[src/twedr_pkg.sv]
// ----------------------------------------------------------------------------
// twedr_pkg
// Types and constants shared by the equal-distance regulator modules.
// ----------------------------------------------------------------------------
package twedr_pkg;

  // Drive floor applied to the corrected wheel
  localparam logic [7:0] FLOOR_DRIVE = 8'd0;

  // Shared multiplier operand widths
  localparam int MUL_A_W = 44;
  localparam int MUL_B_W = 19;
  localparam int MUL_P_W = MUL_A_W + MUL_B_W;

  // Divider: 38-bit dividend, 16-bit divisor, two quotient bits per cycle
  localparam int DVD_W     = 38;
  localparam int DSR_W     = 16;
  localparam int DIV_STEP  = 2;
  localparam int DIV_ITER  = DVD_W / DIV_STEP;
  localparam int DIV_CNT_W = $clog2(DIV_ITER);

  typedef enum logic [2:0] {
    CFG_TARGET  = 3'd0,
    CFG_MODE    = 3'd1,
    CFG_BASE    = 3'd2,
    CFG_MIN     = 3'd3,
    CFG_RAMP    = 3'd4,
    CFG_GAIN    = 3'd5,
    CFG_SCALE_L = 3'd6,
    CFG_SCALE_R = 3'd7
  } cfg_idx_t;

  typedef enum logic [2:0] {
    MODE_NONE     = 3'd0,
    MODE_FORWARD  = 3'd1,
    MODE_REVERSE  = 3'd2,
    MODE_PIVOT_CW = 3'd3,
    MODE_PIVOT_CCW = 3'd4
  } mode_t;

  typedef enum logic [3:0] {
    S_IDLE,
    S_CHECK,
    S_DA,
    S_DB,
    S_NUM,
    S_SUM,
    S_DIV,
    S_CORR,
    S_FIN,
    S_OUT
  } state_t;

  typedef struct packed {
    logic [15:0] target_distance;
    logic [2:0]  movement_mode;
    logic [7:0]  base_drive;
    logic [7:0]  min_drive;
    logic [15:0] ramp_distance;
    logic [11:0] balance_gain;
    logic [17:0] scale_left;
    logic [17:0] scale_right;
  } cfg_t;

  typedef struct packed {
    logic             start;
    logic [DVD_W-1:0] dividend;
    logic [DSR_W-1:0] divisor;
  } div_req_t;

  typedef struct packed {
    logic             done;
    logic [DVD_W-1:0] quotient;
  } div_rsp_t;

  typedef struct packed {
    logic       left_in_one;
    logic       left_in_two;
    logic [7:0] left_level;
    logic       right_in_one;
    logic       right_in_two;
    logic [7:0] right_level;
    logic       move_done;
  } res_t;

endpackage

[src/twedr_cfg.sv]
// ----------------------------------------------------------------------------
// twedr_cfg
// Configuration register file, written through the index/data channel.
// ----------------------------------------------------------------------------
module twedr_cfg
  import twedr_pkg::*;
(
  input  logic        clk,
  input  logic        rst,
  input  logic        cfg_valid,
  output logic        cfg_ready,
  input  logic [2:0]  cfg_index,
  input  logic [17:0] cfg_data,
  output cfg_t        cfg
);

  assign cfg_ready = 1'b1;

  always_ff @(posedge clk) begin
    if (rst) begin
      cfg.target_distance <= 16'd0;
      cfg.movement_mode   <= MODE_NONE;
      cfg.base_drive      <= 8'd100;
      cfg.min_drive       <= 8'd0;
      cfg.ramp_distance   <= 16'd1;
      cfg.balance_gain    <= 12'd0;
      cfg.scale_left      <= 18'd0;
      cfg.scale_right     <= 18'd0;
    end else if (cfg_valid && cfg_ready) begin
      case (cfg_index)
        CFG_TARGET:  cfg.target_distance <= cfg_data[15:0];
        CFG_MODE:    cfg.movement_mode   <= cfg_data[2:0];
        CFG_BASE:    cfg.base_drive      <= cfg_data[7:0];
        CFG_MIN:     cfg.min_drive       <= cfg_data[7:0];
        CFG_RAMP:    cfg.ramp_distance   <= cfg_data[15:0];
        CFG_GAIN:    cfg.balance_gain    <= cfg_data[11:0];
        CFG_SCALE_L: cfg.scale_left      <= cfg_data;
        CFG_SCALE_R: cfg.scale_right     <= cfg_data;
        default: ;
      endcase
    end
  end

endmodule

[src/twedr_mul.sv]
// ----------------------------------------------------------------------------
// twedr_mul
// Shared signed multiplier with a registered product.
// ----------------------------------------------------------------------------
module twedr_mul
  import twedr_pkg::*;
(
  input  logic                      clk,
  input  logic signed [MUL_A_W-1:0] mul_a,
  input  logic signed [MUL_B_W-1:0] mul_b,
  output logic signed [MUL_P_W-1:0] mul_p
);

  always_ff @(posedge clk) begin
    mul_p <= mul_a * mul_b;
  end

endmodule

[src/twedr_div.sv]
// ----------------------------------------------------------------------------
// twedr_div
// Unsigned restoring divider, two quotient bits per cycle.
// ----------------------------------------------------------------------------
module twedr_div
  import twedr_pkg::*;
(
  input  logic     clk,
  input  logic     rst,
  input  div_req_t req,
  output div_rsp_t rsp
);

  logic                 busy;
  logic                 done;
  logic [DIV_CNT_W-1:0] cnt;
  logic [DSR_W-1:0]     rem;
  logic [DSR_W-1:0]     rem_next;
  logic [DVD_W-1:0]     quo;
  logic [DVD_W-1:0]     quo_next;
  logic [DSR_W-1:0]     dsr;

  always_comb begin
    logic [DSR_W:0] trial;
    rem_next = rem;
    quo_next = quo;
    for (int i = 0; i < DIV_STEP; i++) begin
      trial    = {rem_next, quo_next[DVD_W-1]};
      quo_next = {quo_next[DVD_W-2:0], 1'b0};
      if (trial >= {1'b0, dsr}) begin
        rem_next    = DSR_W'(trial - {1'b0, dsr});
        quo_next[0] = 1'b1;
      end else begin
        rem_next = trial[DSR_W-1:0];
      end
    end
  end

  always_ff @(posedge clk) begin
    if (rst) begin
      busy <= 1'b0;
      done <= 1'b0;
      cnt  <= '0;
    end else begin
      done <= 1'b0;
      if (req.start) begin
        busy <= 1'b1;
        cnt  <= '0;
      end else if (busy) begin
        cnt <= cnt + 1'b1;
        if (cnt == DIV_CNT_W'(DIV_ITER - 1)) begin
          busy <= 1'b0;
          done <= 1'b1;
        end
      end
    end
  end

  always_ff @(posedge clk) begin
    if (req.start) begin
      rem <= '0;
      quo <= req.dividend;
      dsr <= req.divisor;
    end else if (busy) begin
      rem <= rem_next;
      quo <= quo_next;
    end
  end

  assign rsp.done     = done;
  assign rsp.quotient = quo;

endmodule

[src/twedr_seq.sv]
// ----------------------------------------------------------------------------
// twedr_seq
// Per-sample sequencer and datapath: end test, distances, ramp, balance
// correction and bridge decode, using the shared multiplier and divider.
// ----------------------------------------------------------------------------
module twedr_seq
  import twedr_pkg::*;
(
  input  logic                      clk,
  input  logic                      rst,
  input  cfg_t                      cfg,
  input  logic                      in_valid,
  output logic                      in_stall,
  input  logic signed [23:0]        ticks_left,
  input  logic signed [23:0]        ticks_right,
  input  logic                      new_move,
  output logic signed [MUL_A_W-1:0] mul_a,
  output logic signed [MUL_B_W-1:0] mul_b,
  input  logic signed [MUL_P_W-1:0] mul_p,
  output div_req_t                  div_req,
  input  div_rsp_t                  div_rsp,
  output logic                      out_valid,
  input  logic                      out_stall,
  output res_t                      out_res
);

  state_t state;
  state_t state_next;

  // sample and model state
  logic signed [23:0] tick_l;
  logic signed [23:0] tick_r;
  logic signed [41:0] last_dist_l;
  logic signed [41:0] last_dist_r;
  logic signed [42:0] wdiff;
  logic               finished;

  // working registers
  logic signed [41:0] da;
  logic signed [41:0] db;
  logic signed [53:0] num;
  logic signed [38:0] base_mot;
  logic signed [63:0] corr_q;
  res_t               res;

  // combinational datapath
  logic        accept;
  logic        out_load;
  logic [15:0] ramp_eff;
  logic [41:0] da_abs;
  logic [41:0] db_abs;
  logic [41:0] last_abs_l;
  logic [41:0] last_abs_r;
  logic [41:0] prev_max;
  logic        at_end;
  logic signed [16:0] thr;
  logic        down_ramp;
  logic        up_ramp;
  logic signed [43:0] ramp_x;
  logic signed [8:0]  drive_span;
  logic signed [53:0] num_sum;
  logic [53:0] num_abs;
  logic [38:0] quo39;
  logic signed [63:0] prod64;
  logic signed [63:0] bm24;
  logic        wdiff_pos;
  logic [38:0] bm_abs;
  logic        bm_neg;
  logic        bm_zero;
  logic [7:0]  bm_sat;
  logic        fl_neg;
  logic        fl_zero;
  logic [7:0]  fl_sat;
  logic        s1_pos;
  logic        s1_neg;
  logic        s2_pos;
  logic        s2_neg;
  res_t        drive_res;
  res_t        brake_res;

  localparam logic signed [63:0] FLOOR_Q = {32'd0, FLOOR_DRIVE, 24'd0};

  function automatic logic [9:0] bridge(input logic s_pos, input logic s_neg,
                                        input logic m_neg, input logic m_zero,
                                        input logic [7:0] m_sat);
    logic p_pos;
    logic [7:0] lvl;
    p_pos = (s_pos && !m_neg && !m_zero) || (s_neg && m_neg);
    lvl   = (s_pos || s_neg) ? m_sat : 8'd0;
    return {p_pos, !p_pos, lvl};
  endfunction

  assign accept   = in_valid && !in_stall;
  assign out_load = (state == S_OUT) && (!out_valid || !out_stall);

  always_comb begin
    ramp_eff   = (cfg.ramp_distance == 16'd0) ? 16'd1 : cfg.ramp_distance;
    da_abs     = 42'(da[41] ? -da : da);
    db_abs     = 42'(db[41] ? -db : db);
    last_abs_l = 42'(last_dist_l[41] ? -last_dist_l : last_dist_l);
    last_abs_r = 42'(last_dist_r[41] ? -last_dist_r : last_dist_r);
    prev_max   = (last_abs_r > last_abs_l) ? last_abs_r : last_abs_l;
    at_end     = finished || (prev_max >= {10'd0, cfg.target_distance, 16'd0});

    thr        = $signed({1'b0, cfg.target_distance}) - $signed({1'b0, ramp_eff});
    down_ramp  = $signed({1'b0, da_abs}) > $signed({{10{thr[16]}}, thr, 16'd0});
    up_ramp    = da_abs < {10'd0, ramp_eff, 16'd0};
    ramp_x     = down_ramp
               ? $signed({12'd0, cfg.target_distance, 16'd0}) - $signed({2'd0, da_abs})
               : $signed({2'd0, da_abs});
    drive_span = $signed({1'b0, cfg.base_drive}) - $signed({1'b0, cfg.min_drive});

    num_sum    = num + $signed({14'd0, mul_p[23:0], 16'd0});
    num_abs    = 54'(num_sum[53] ? -num_sum : num_sum);
    quo39      = {1'b0, div_rsp.quotient};

    prod64     = {mul_p[MUL_P_W-1], mul_p};
    bm24       = {base_mot[38], base_mot, 24'd0};
    wdiff_pos  = !wdiff[42] && (wdiff != '0);

    // uncorrected wheel magnitude
    bm_neg     = base_mot[38];
    bm_abs     = 39'(bm_neg ? -base_mot : base_mot);
    bm_zero    = (base_mot == '0);
    bm_sat     = (bm_abs[38:8] != '0) ? 8'd255 : bm_abs[7:0];

    // corrected wheel magnitude, held at the floor
    fl_neg     = 1'b0;
    if (corr_q <= FLOOR_Q) begin
      fl_zero = (FLOOR_DRIVE == 8'd0);
      fl_sat  = FLOOR_DRIVE;
    end else begin
      fl_zero = (corr_q[62:24] == '0);
      fl_sat  = (corr_q[62:32] != '0) ? 8'd255 : corr_q[31:24];
    end

    case (cfg.movement_mode)
      MODE_FORWARD:   {s1_pos, s1_neg, s2_pos, s2_neg} = 4'b1010;
      MODE_REVERSE:   {s1_pos, s1_neg, s2_pos, s2_neg} = 4'b0101;
      MODE_PIVOT_CW:  {s1_pos, s1_neg, s2_pos, s2_neg} = 4'b0110;
      MODE_PIVOT_CCW: {s1_pos, s1_neg, s2_pos, s2_neg} = 4'b1001;
      default:        {s1_pos, s1_neg, s2_pos, s2_neg} = 4'b0000;
    endcase

    if (wdiff_pos) begin
      {drive_res.left_in_one, drive_res.left_in_two, drive_res.left_level} =
        bridge(s1_pos, s1_neg, fl_neg, fl_zero, fl_sat);
      {drive_res.right_in_one, drive_res.right_in_two, drive_res.right_level} =
        bridge(s2_pos, s2_neg, bm_neg, bm_zero, bm_sat);
    end else begin
      {drive_res.left_in_one, drive_res.left_in_two, drive_res.left_level} =
        bridge(s1_pos, s1_neg, bm_neg, bm_zero, bm_sat);
      {drive_res.right_in_one, drive_res.right_in_two, drive_res.right_level} =
        bridge(s2_pos, s2_neg, fl_neg, fl_zero, fl_sat);
    end
    drive_res.move_done = 1'b0;

    brake_res = '{left_in_one: 1'b1, left_in_two: 1'b1, left_level: 8'd0,
                  right_in_one: 1'b1, right_in_two: 1'b1, right_level: 8'd0,
                  move_done: 1'b1};
  end

  // next state
  always_comb begin
    state_next = state;
    case (state)
      S_IDLE:  if (in_valid) state_next = S_CHECK;
      S_CHECK: state_next = at_end ? S_OUT : S_DA;
      S_DA:    state_next = S_DB;
      S_DB:    state_next = (down_ramp || up_ramp) ? S_NUM : S_CORR;
      S_NUM:   state_next = S_SUM;
      S_SUM:   state_next = S_DIV;
      S_DIV:   if (div_rsp.done) state_next = S_CORR;
      S_CORR:  state_next = S_FIN;
      S_FIN:   state_next = S_OUT;
      S_OUT:   if (out_load) state_next = S_IDLE;
      default: state_next = S_IDLE;
    endcase
  end

  // control outputs and multiplier operand select
  always_comb begin
    in_stall         = (state != S_IDLE);
    div_req.start    = (state == S_SUM);
    div_req.dividend = num_abs[53:16];
    div_req.divisor  = ramp_eff;
    case (state)
      S_CHECK: begin
        mul_a = MUL_A_W'(tick_l);
        mul_b = $signed({1'b0, cfg.scale_left});
      end
      S_DA: begin
        mul_a = MUL_A_W'(tick_r);
        mul_b = $signed({1'b0, cfg.scale_right});
      end
      S_DB: begin
        if (down_ramp || up_ramp) begin
          mul_a = ramp_x;
          mul_b = MUL_B_W'(drive_span);
        end else begin
          mul_a = MUL_A_W'(wdiff);
          mul_b = $signed({7'd0, cfg.balance_gain});
        end
      end
      S_NUM: begin
        mul_a = $signed({36'd0, cfg.min_drive});
        mul_b = $signed({3'd0, ramp_eff});
      end
      default: begin
        mul_a = MUL_A_W'(wdiff);
        mul_b = $signed({7'd0, cfg.balance_gain});
      end
    endcase
  end

  always_ff @(posedge clk) begin
    if (rst) begin
      state       <= S_IDLE;
      out_valid   <= 1'b0;
      finished    <= 1'b0;
      last_dist_l <= '0;
      last_dist_r <= '0;
      wdiff       <= '0;
    end else begin
      state <= state_next;
      if (out_load) begin
        out_valid <= 1'b1;
      end else if (!out_stall) begin
        out_valid <= 1'b0;
      end
      if (accept && new_move) begin
        finished    <= 1'b0;
        last_dist_l <= '0;
        last_dist_r <= '0;
        wdiff       <= '0;
      end
      if (state == S_CHECK && at_end) begin
        finished <= 1'b1;
      end
      if (state == S_FIN) begin
        wdiff       <= $signed({1'b0, da_abs}) - $signed({1'b0, db_abs});
        last_dist_l <= da;
        last_dist_r <= db;
      end
    end
  end

  always_ff @(posedge clk) begin
    if (accept) begin
      tick_l <= ticks_left;
      tick_r <= ticks_right;
    end
    case (state)
      S_CHECK: if (at_end) res <= brake_res;
      S_DA:    da <= mul_p[41:0];
      S_DB: begin
        db <= mul_p[41:0];
        if (!down_ramp && !up_ramp) base_mot <= {31'd0, cfg.base_drive};
      end
      S_NUM:   num <= mul_p[53:0];
      // hold the full numerator; its sign sets the sign of the quotient
      S_SUM:   num <= num_sum;
      S_DIV: begin
        if (div_rsp.done) base_mot <= num[53] ? -quo39 : quo39;
      end
      S_CORR:  corr_q <= wdiff_pos ? bm24 - prod64 : bm24 + prod64;
      S_FIN:   res <= drive_res;
      default: ;
    endcase
    if (out_load) out_res <= res;
  end

endmodule

[src/two_wheel_equal_distance_regulator_top.sv]
// ----------------------------------------------------------------------------
// Two-wheel equal-distance regulator
// Turns encoder samples into H-bridge pins and PWM levels for both wheels.
// ----------------------------------------------------------------------------
// Usage:
//   Configuration words arrive on cfg_valid/cfg_ready with cfg_index and
//   cfg_data; cfg_ready is always high. Write only while no sample is in work.
//   Each input word (ticks_left, ticks_right, new_move) is taken when in_valid
//   is high and in_stall low; new_move starts a fresh move. Each sample gives
//   exactly one output word, taken when out_valid is high and out_stall low.
//   From acceptance the sequencer steps S_CHECK, S_DA, S_DB, S_CORR, S_FIN,
//   S_OUT at cruise and S_CHECK, S_OUT when the move has ended (brake word);
//   a ramp adds S_NUM, S_SUM and S_DIV, where the divider runs 19 iterations.
//   One sample is in work at a time; in_stall is high until the word is
//   loaded into the output register, so the next sample may enter while the
//   previous output word still waits. A stalled receiver holds the output
//   word and, once the next result is ready, holds the sequencer too.
//   Reset clears the move state, the configuration to its defaults and the
//   output valid.
// ----------------------------------------------------------------------------
module two_wheel_equal_distance_regulator_top
  import twedr_pkg::*;
(
  input  logic               clk,
  input  logic               rst,
  input  logic               cfg_valid,
  output logic               cfg_ready,
  input  logic [2:0]         cfg_index,
  input  logic [17:0]        cfg_data,
  input  logic               in_valid,
  output logic               in_stall,
  input  logic signed [23:0] ticks_left,
  input  logic signed [23:0] ticks_right,
  input  logic               new_move,
  output logic               out_valid,
  input  logic               out_stall,
  output logic               left_in_one,
  output logic               left_in_two,
  output logic [7:0]         left_level,
  output logic               right_in_one,
  output logic               right_in_two,
  output logic [7:0]         right_level,
  output logic               move_done
);

  cfg_t                      cfg;
  logic signed [MUL_A_W-1:0] mul_a;
  logic signed [MUL_B_W-1:0] mul_b;
  logic signed [MUL_P_W-1:0] mul_p;
  div_req_t                  div_req;
  div_rsp_t                  div_rsp;
  res_t                      out_res;

  twedr_cfg u_cfg (
    .clk       (clk),
    .rst       (rst),
    .cfg_valid (cfg_valid),
    .cfg_ready (cfg_ready),
    .cfg_index (cfg_index),
    .cfg_data  (cfg_data),
    .cfg       (cfg)
  );

  twedr_mul u_mul (
    .clk   (clk),
    .mul_a (mul_a),
    .mul_b (mul_b),
    .mul_p (mul_p)
  );

  twedr_div u_div (
    .clk (clk),
    .rst (rst),
    .req (div_req),
    .rsp (div_rsp)
  );

  twedr_seq u_seq (
    .clk         (clk),
    .rst         (rst),
    .cfg         (cfg),
    .in_valid    (in_valid),
    .in_stall    (in_stall),
    .ticks_left  (ticks_left),
    .ticks_right (ticks_right),
    .new_move    (new_move),
    .mul_a       (mul_a),
    .mul_b       (mul_b),
    .mul_p       (mul_p),
    .div_req     (div_req),
    .div_rsp     (div_rsp),
    .out_valid   (out_valid),
    .out_stall   (out_stall),
    .out_res     (out_res)
  );

  assign left_in_one  = out_res.left_in_one;
  assign left_in_two  = out_res.left_in_two;
  assign left_level   = out_res.left_level;
  assign right_in_one = out_res.right_in_one;
  assign right_in_two = out_res.right_in_two;
  assign right_level  = out_res.right_level;
  assign move_done    = out_res.move_done;

endmodule

[config.mk]
export PLATFORM = sky130hd
export DESIGN_NAME = two_wheel_equal_distance_regulator_top
export DESIGN_NICKNAME = d
export VERILOG_FILES = /design/src/twedr_pkg.sv /design/src/twedr_cfg.sv /design/src/twedr_mul.sv /design/src/twedr_div.sv /design/src/twedr_seq.sv /design/src/two_wheel_equal_distance_regulator_top.sv
export SDC_FILE = /design/constraint.sdc
export NUM_CORES = 2
export LEC_CHECK = 0
export BUFFER_PORTS_ARGS = -buffer_cell sky130_fd_sc_hd__buf_2
export CORE_ASPECT_RATIO = 1.1
export CORE_MARGIN = 10
export CORE_UTILIZATION = 50
export DETAILED_ROUTE_END_ITERATION = 8
export PLACE_DENSITY = 0.68
export SLEW_MARGIN = 20
export SYNTH_ARGS = -nofsm -noshare
export SYNTH_HDL_FRONTEND = slang
export SYNTH_SLANG_ARGS = --single-unit
[constraint.sdc]
create_clock -name clk -period 11.8 [get_ports clk]
set_input_delay 1.18 -clock clk [delete_from_list [all_inputs] [get_ports clk]]
set_output_delay 1.18 -clock clk [all_outputs]
set_load 0.01 [all_outputs]
## Word level (Yosys, flattened, before mapping)

Cells that the tools add are included.

- Register bits: 703
- Output and inout bits: 24

- $add $sub $neg: 17
- Multiply operators: 1
- Magnitude comparators: 7
- Equal/unequal tests: 27
- Mux-type cells: 59
- Bitwise logic cells: 1
- Reductions and logical operators: 66

Operators with widths:

| kind | number |
|---|---|
| $mux 42 | 8 |
| $pmux 44 s4 | 1 |
| $neg 42->42 | 4 |
| $mux 39 | 4 |
| $pmux 54 s2 | 1 |
| $mux 44 | 2 |
| $mux 43 | 2 |
| $logic_not 39->1 | 2 |
| $pmux 39 s2 | 1 |
| $mux 38 | 2 |
| $pmux 19 s4 | 1 |
| $add 63x63->64 | 1 |
| $le 64x1->1 const B | 1 |
| $mux 64 | 1 |
| $sub 63x63->64 | 1 |
| $mul 44x19->63 | 1 |
| $reduce_bool 31->1 | 2 |
| $mux 8 | 7 |
| $add 54x41->54 | 1 |
| $mux 54 | 1 |
| $neg 54->54 | 1 |
| $mux 16 | 3 |
| $gt 43x33->1 | 1 |
| $reduce_bool 43->1 | 1 |
| other kinds (43) | 128 |

## Logic depth before layout (Yosys ltp)

- Word-level depth: 9
- Gate-level depth with buffers: 57

## Hierarchy

A second synthesis with hierarchy kept.

- Cell total of the unflattened synthesis: 8,336
- Area total of the unflattened synthesis: 75,333.5 um2

Modules (own cells, without submodules):

| module | times used | cells an instance | area each (um2) | seq. area each (um2) |
|---|---|---|---|---|
| twedr_seq | 1 | 4,380 | 37,606.1 | 12,602.1 |
| twedr_mul | 1 | 3,149 | 28,880.2 | 1,261.2 |
| twedr_div | 1 | 446 | 4,865.9 | 2,082.0 |
| twedr_cfg | 1 | 361 | 3,981.3 | 1,981.9 |

## Worst setup path before layout

Ideal clock, no wire load.

- Path kind: reg-to-reg
- From: reg u_cfg.cfg[59] (netlist name)
- To: reg u_mul.mul_p[61]
- Setup time: 64 ps
- Arrival: 12,825 ps
- Required time: 11,736 ps
- Setup slack: -1,089 ps
- Stages on the path, launching flop included: 50
- Path buffers: 3
- Period minus slack after synthesis: 12,889 ps
- Cell sequence: dfxtp_1 -> nor3_1 -> a41o_1 -> ha_1 -> inv_1 -> fa_1 -> a211o_1 -> o211ai_1 -> a31o_2 -> o31a_1 -> o31ai_1 -> ha_1 -> a21oi_1 -> a21boi_0 -> o311ai_0 -> a21oi_1 -> o41ai_1 -> o22a_2 -> [... 14 more ...] -> fa_1 -> fa_1 -> fa_1 -> inv_1 -> fa_1 -> inv_1 -> ha_1 -> nand2_1 -> or4_1 -> or4_1 -> o21ai_0 -> a21oi_1 -> o21ai_0 -> a41oi_1 -> o21ai_0 -> a211oi_1 -> or4b_2 -> nand4_1

RTL lines:

| what | line | source |
|---|---|---|
| end signal: assignment | twedr_mul.sv:15 | `mul_p <= mul_a * mul_b;` |
| end: declaration | twedr_mul.sv:11 | `output logic signed [MUL_P_W-1:0] mul_p` |

==> metrics.csv <==
metric;value;unit
data required time of the critical path;12.47;ns
CTS Sinks;703;
die area;165000;um2
fmax;0.0822;GHz
top post-synthesis cells by area;fa_1 21%, edfxtp_1 15%, dfxtp_1 8.5%;
post-layout util;59.1;%
Yosys top cell by area;fa_1;
relative slew slack;28.6;%
worst-skew pair later-pin latency;0.74;ns
CTS root buf;clkbuf_16;
Hold WC Path Type;register to register;
DP Area;82900;um2
Worst-path clk slew;0.06;ns
final net count;10600;
CP max-delay cell;fa_1;
Reg2Reg Depth;45;
largest net degree at the start of global routing;108;
routed len/inst;25.3;um
first-pass GRT wire length;422000;um
initial antenna violation count;17;
crit path DAT;12.83;ns
hold_ws;0.414;ns
Fillers;13000;
GR Overflow Total;0;
register bit total from synthesis;703;
CP Capture Type;register;
Mapped Cells;8565;
CTS tree;built;
critical path peak fanout;6;
reg-to-reg critical path endpoint;u_mul.mul_p[61]$_DFF_P_;
power density cells;218;nW/um2
synth unique cells;107;
Setup Skew;0.0657;ns
min Tclk post-route;12.17;ns
Core Rows;148;
Tcrit/Tclk final;103;%
Critical Path Sink;u_mul.mul_p[61]$_DFF_P_;
Die X;388;um
Synth Area per Inst;8.71;um2
violated checks;DRC, setup timing;
Pre-antenna DRT Iters;9;
Synth Flop Type;edfxtp_1;
GPL Wtd Cong;1.07;
Syn Nets;9914;
HPWL Detailed;229000;um
Synth top area share;21.2;%
Sequential Power Share;18.5;%
final hold vios;0;
DRT iter0 DRCs;7444;
drt via density;6.04;
CP startpoint kind;register;
I/O pins;99;
Setup WS pre-CTS;-0.870;ns
fraction of layout instances using a drive strength above 1;15.6;%
Starting Density;50.4;%
Clock power frac;14.0;%
Pint;0.00986;W
kind of critical path;register to register;
drt drc;1;
Switch Pwr;0.00922;W
r2r setup slk;-0.37;ns
core area;148000;um2
Multi-input gate area;52700;um2
Die H;425;um
Worst R2R Start;u_cfg.cfg[58]$_SDFFE_PP0P_;
GRT Overall Usage;33.6;%
Synth Cell Area;74600;um2
RSZ-0062 raised after global routing;yes;
final non-filler cell area;87600;um2
CP dominant cell by count;fa_1;
yosys warns;0;
DR vias;68100;
WL final;285000;um
Post-synth EDFFs;385;
CP startpoint;u_cfg.cfg[58]$_SDFFE_PP0P_;
setup ws final;-0.367;ns
Setup violations, final;8;
number of buffers created by CTS;80;
maximum root-to-sink buffer count;3;
Worst Max-Slew Pin Slew;1.06;ns
sequential element share of the synthesized area;24.0;%
area delta synth->final;17.4;%
hold buffers post-CTS;0;
ANT nets after route;0;
Combinational Power Share;67.5;%
IO Port Bufs;97;
number of global-route vias before repair;67200;
Reg area;17900;um2
maximum VDD drop;0.236;mV
max-cap viol count;0;
Slew Limit Fails;0;
H-tree depth;3;
status;complete, but fails checks;
Sw Ratio;48.3;%
ys async rst share;0;%
leakage;38.9;nW
crit-path max cell delay;0.58;ns
## flip-flops by register name, indices dropped and copies added (netlist names), 5 cells and up
register           cells
u_cfg.cfg             99
u_div.cnt              5
u_div.dsr             16
u_div.quo             38
u_div.rem             16
u_mul.mul_p           63
u_seq.base_mot        39
u_seq.corr_q          64
u_seq.da              42
u_seq.db              42
u_seq.last_dist_l     42
u_seq.last_dist_r     42
u_seq.num             54
u_seq.out_res         21
u_seq.res             21
u_seq.tick_l          24
u_seq.tick_r          24
u_seq.wdiff           43
## worst min-delay path by stage
stage / cells past startpoint / slack [ns] / start / endpoint
global placement: 0 / 0.40 / u_seq.res[10]$_SDFFCE_PN1P_ / u_seq.out_res[10]$_DFFE_PP_
global route: 0 / 0.42 / u_seq.res[5]$_SDFFCE_PN0P_ / u_seq.out_res[5]$_DFFE_PP_
detailed placement: 0 / 0.40 / u_seq.res[0]$_DFFE_PP_ / u_seq.out_res[0]$_DFFE_PP_
floorplan: 0 / 0.40 / u_seq.res[0]$_DFFE_PP_ / u_seq.out_res[0]$_DFFE_PP_
CTS: 0 / 0.42 / u_seq.res[8]$_SDFFCE_PN0P_ / u_seq.out_res[8]$_DFFE_PP_
finish: 0 / 0.41 / u_seq.res[8]$_SDFFCE_PN0P_ / u_seq.out_res[8]$_DFFE_PP_
## cells in the final DEF, fill, tap and decap left out, types with 51 or more instances in the layout
cell type  Yosys  routed
nand2_1     1257    1249
inv_1        995     985
buf_4          5     832
fa_1         789     775
a21oi_1      563     534
nor2_1       562     533
ha_1         485     455
edfxtp_1     385     385
o21ai_0      401     367
dfxtp_1      318     316
xnor2_1      267     254
xor2_1       227     226
nand3_1      216     215
and2_1       163     160
a21o_1       144     143
nor3_1       127     118
buf_2         65      96
clkbuf_16      0      85
nor4_1        79      74
nand2b_1      74      72
o31ai_1       77      72
nand4_1       66      66
o21a_1        57      56
or3_1         52      51
## area by class of cell
type,count,area share (%)
Multi-Input combinational cell,6459,60.2
Sequential cell,703,20.5
Timing Repair Buffer,1004,9.10
Inverter,998,4.28
Tap cell,1950,2.79
Clock buffer,109,2.53
Clock inverter,41,0.634
Antenna cell,6,0.0171
## through the flow
| stage | total power, W | setup TNS (ns) | instances |
|---|---|---|---|
| final | 0.0191 | -1.46 | 11300 |
| after global routing | 0.0202 | -7.60 | 11300 |
| after CTS | 0.0184 | -1.42 | 11200 |
| after detailed placement | 0.0155 | -12.34 | 11100 |
| after global placement | 0.0153 | -8.93 | 11100 |
| after floorplan | 0.0105 | 0 | 8565 |
## power by group through the flow
stage / clock network, W / logic [W] / registers (W)
6_report: 0.00267 / 0.0129 / 0.00352
4_1_cts: 0.00270 / 0.0122 / 0.00350
5_1_grt: 0.00279 / 0.0139 / 0.00352
3_5_place_dp: 0 / 0.0119 / 0.00355
3_3_place_gp: 0 / 0.0117 / 0.00354
2_1_floorplan: 0 / 0.00717 / 0.00332
## layer usage
| metal | track usage (%) | part of all wire [%] |
|---|---|---|
| met3 | 5.88 | 9.9 |
| met2 | 52.3 | 44 |
| met5 | 0.404 | 0.037 |
| met1 | 43.2 | 38 |
| met4 | 21.4 | 7.7 |
## synth_stat cells (39+ instances only)
master,n
edfxtp_1,385
a211oi_1,47
dfxtp_1,318
inv_1,995
and3_1,39
and2_1,163
o21a_1,57
nand3_1,216
o21bai_1,46
o31ai_1,77
fa_1,789
o41ai_1,46
nor4_1,79
nor2b_1,50
xor2_1,227
a31oi_1,53
a21o_1,144
ha_1,485
nand2_1,1257
clkbuf_1,301
or4_1,45
buf_2,65
a21oi_1,563
nor2_1,562
nand4_1,66
nor3_1,127
nand2b_1,74
xnor2_1,267
o21ai_0,401
or3_1,52
## cell families (layout without fill, tap and decap cells)
family                   after synthesis  after routing  share of synthesized area [%]
adder cells (fa/ha/maj)             1274           1274                           29.3
AO/OA/AOI/OAI                       1789           1789                           15.3
buffers and inverters               1404           2152                           7.26
flip-flops                           703            703                           24.0
other                                  1              7                        0.00503
AND/OR/NAND/NOR                     2860           2861                           17.7
multiplexers                          40             40                          0.553
XOR/XNOR                             494            494                           5.80
## timing repair
action | 4_1_cts | 5_1_grt
pin swaps | 56 | 97
cloned | 0 | 5
endpoints found under the setup margin | 32 | 39
resized for setup | 144 | 173
setup buffers | 18 | 27
hold endpoints to repair | 0 | 0
## worst max-delay path, delay by kind of cell, from the launching register on
| family | cells | cell delay (ns) |
|---|---|---|
| adders and majority gates | 11 | 4.50 |
| DFF | 1 | 0.34 |
| AOI/OAI and AO/OA | 19 | 3.94 |
| xor gates and xnor gates | 2 | 0.30 |
| buffers and inverters | 5 | 0.57 |
| and+or+nand+nor | 8 | 2.41 |
No activity file was read; power rests on OpenSTA's default activity.
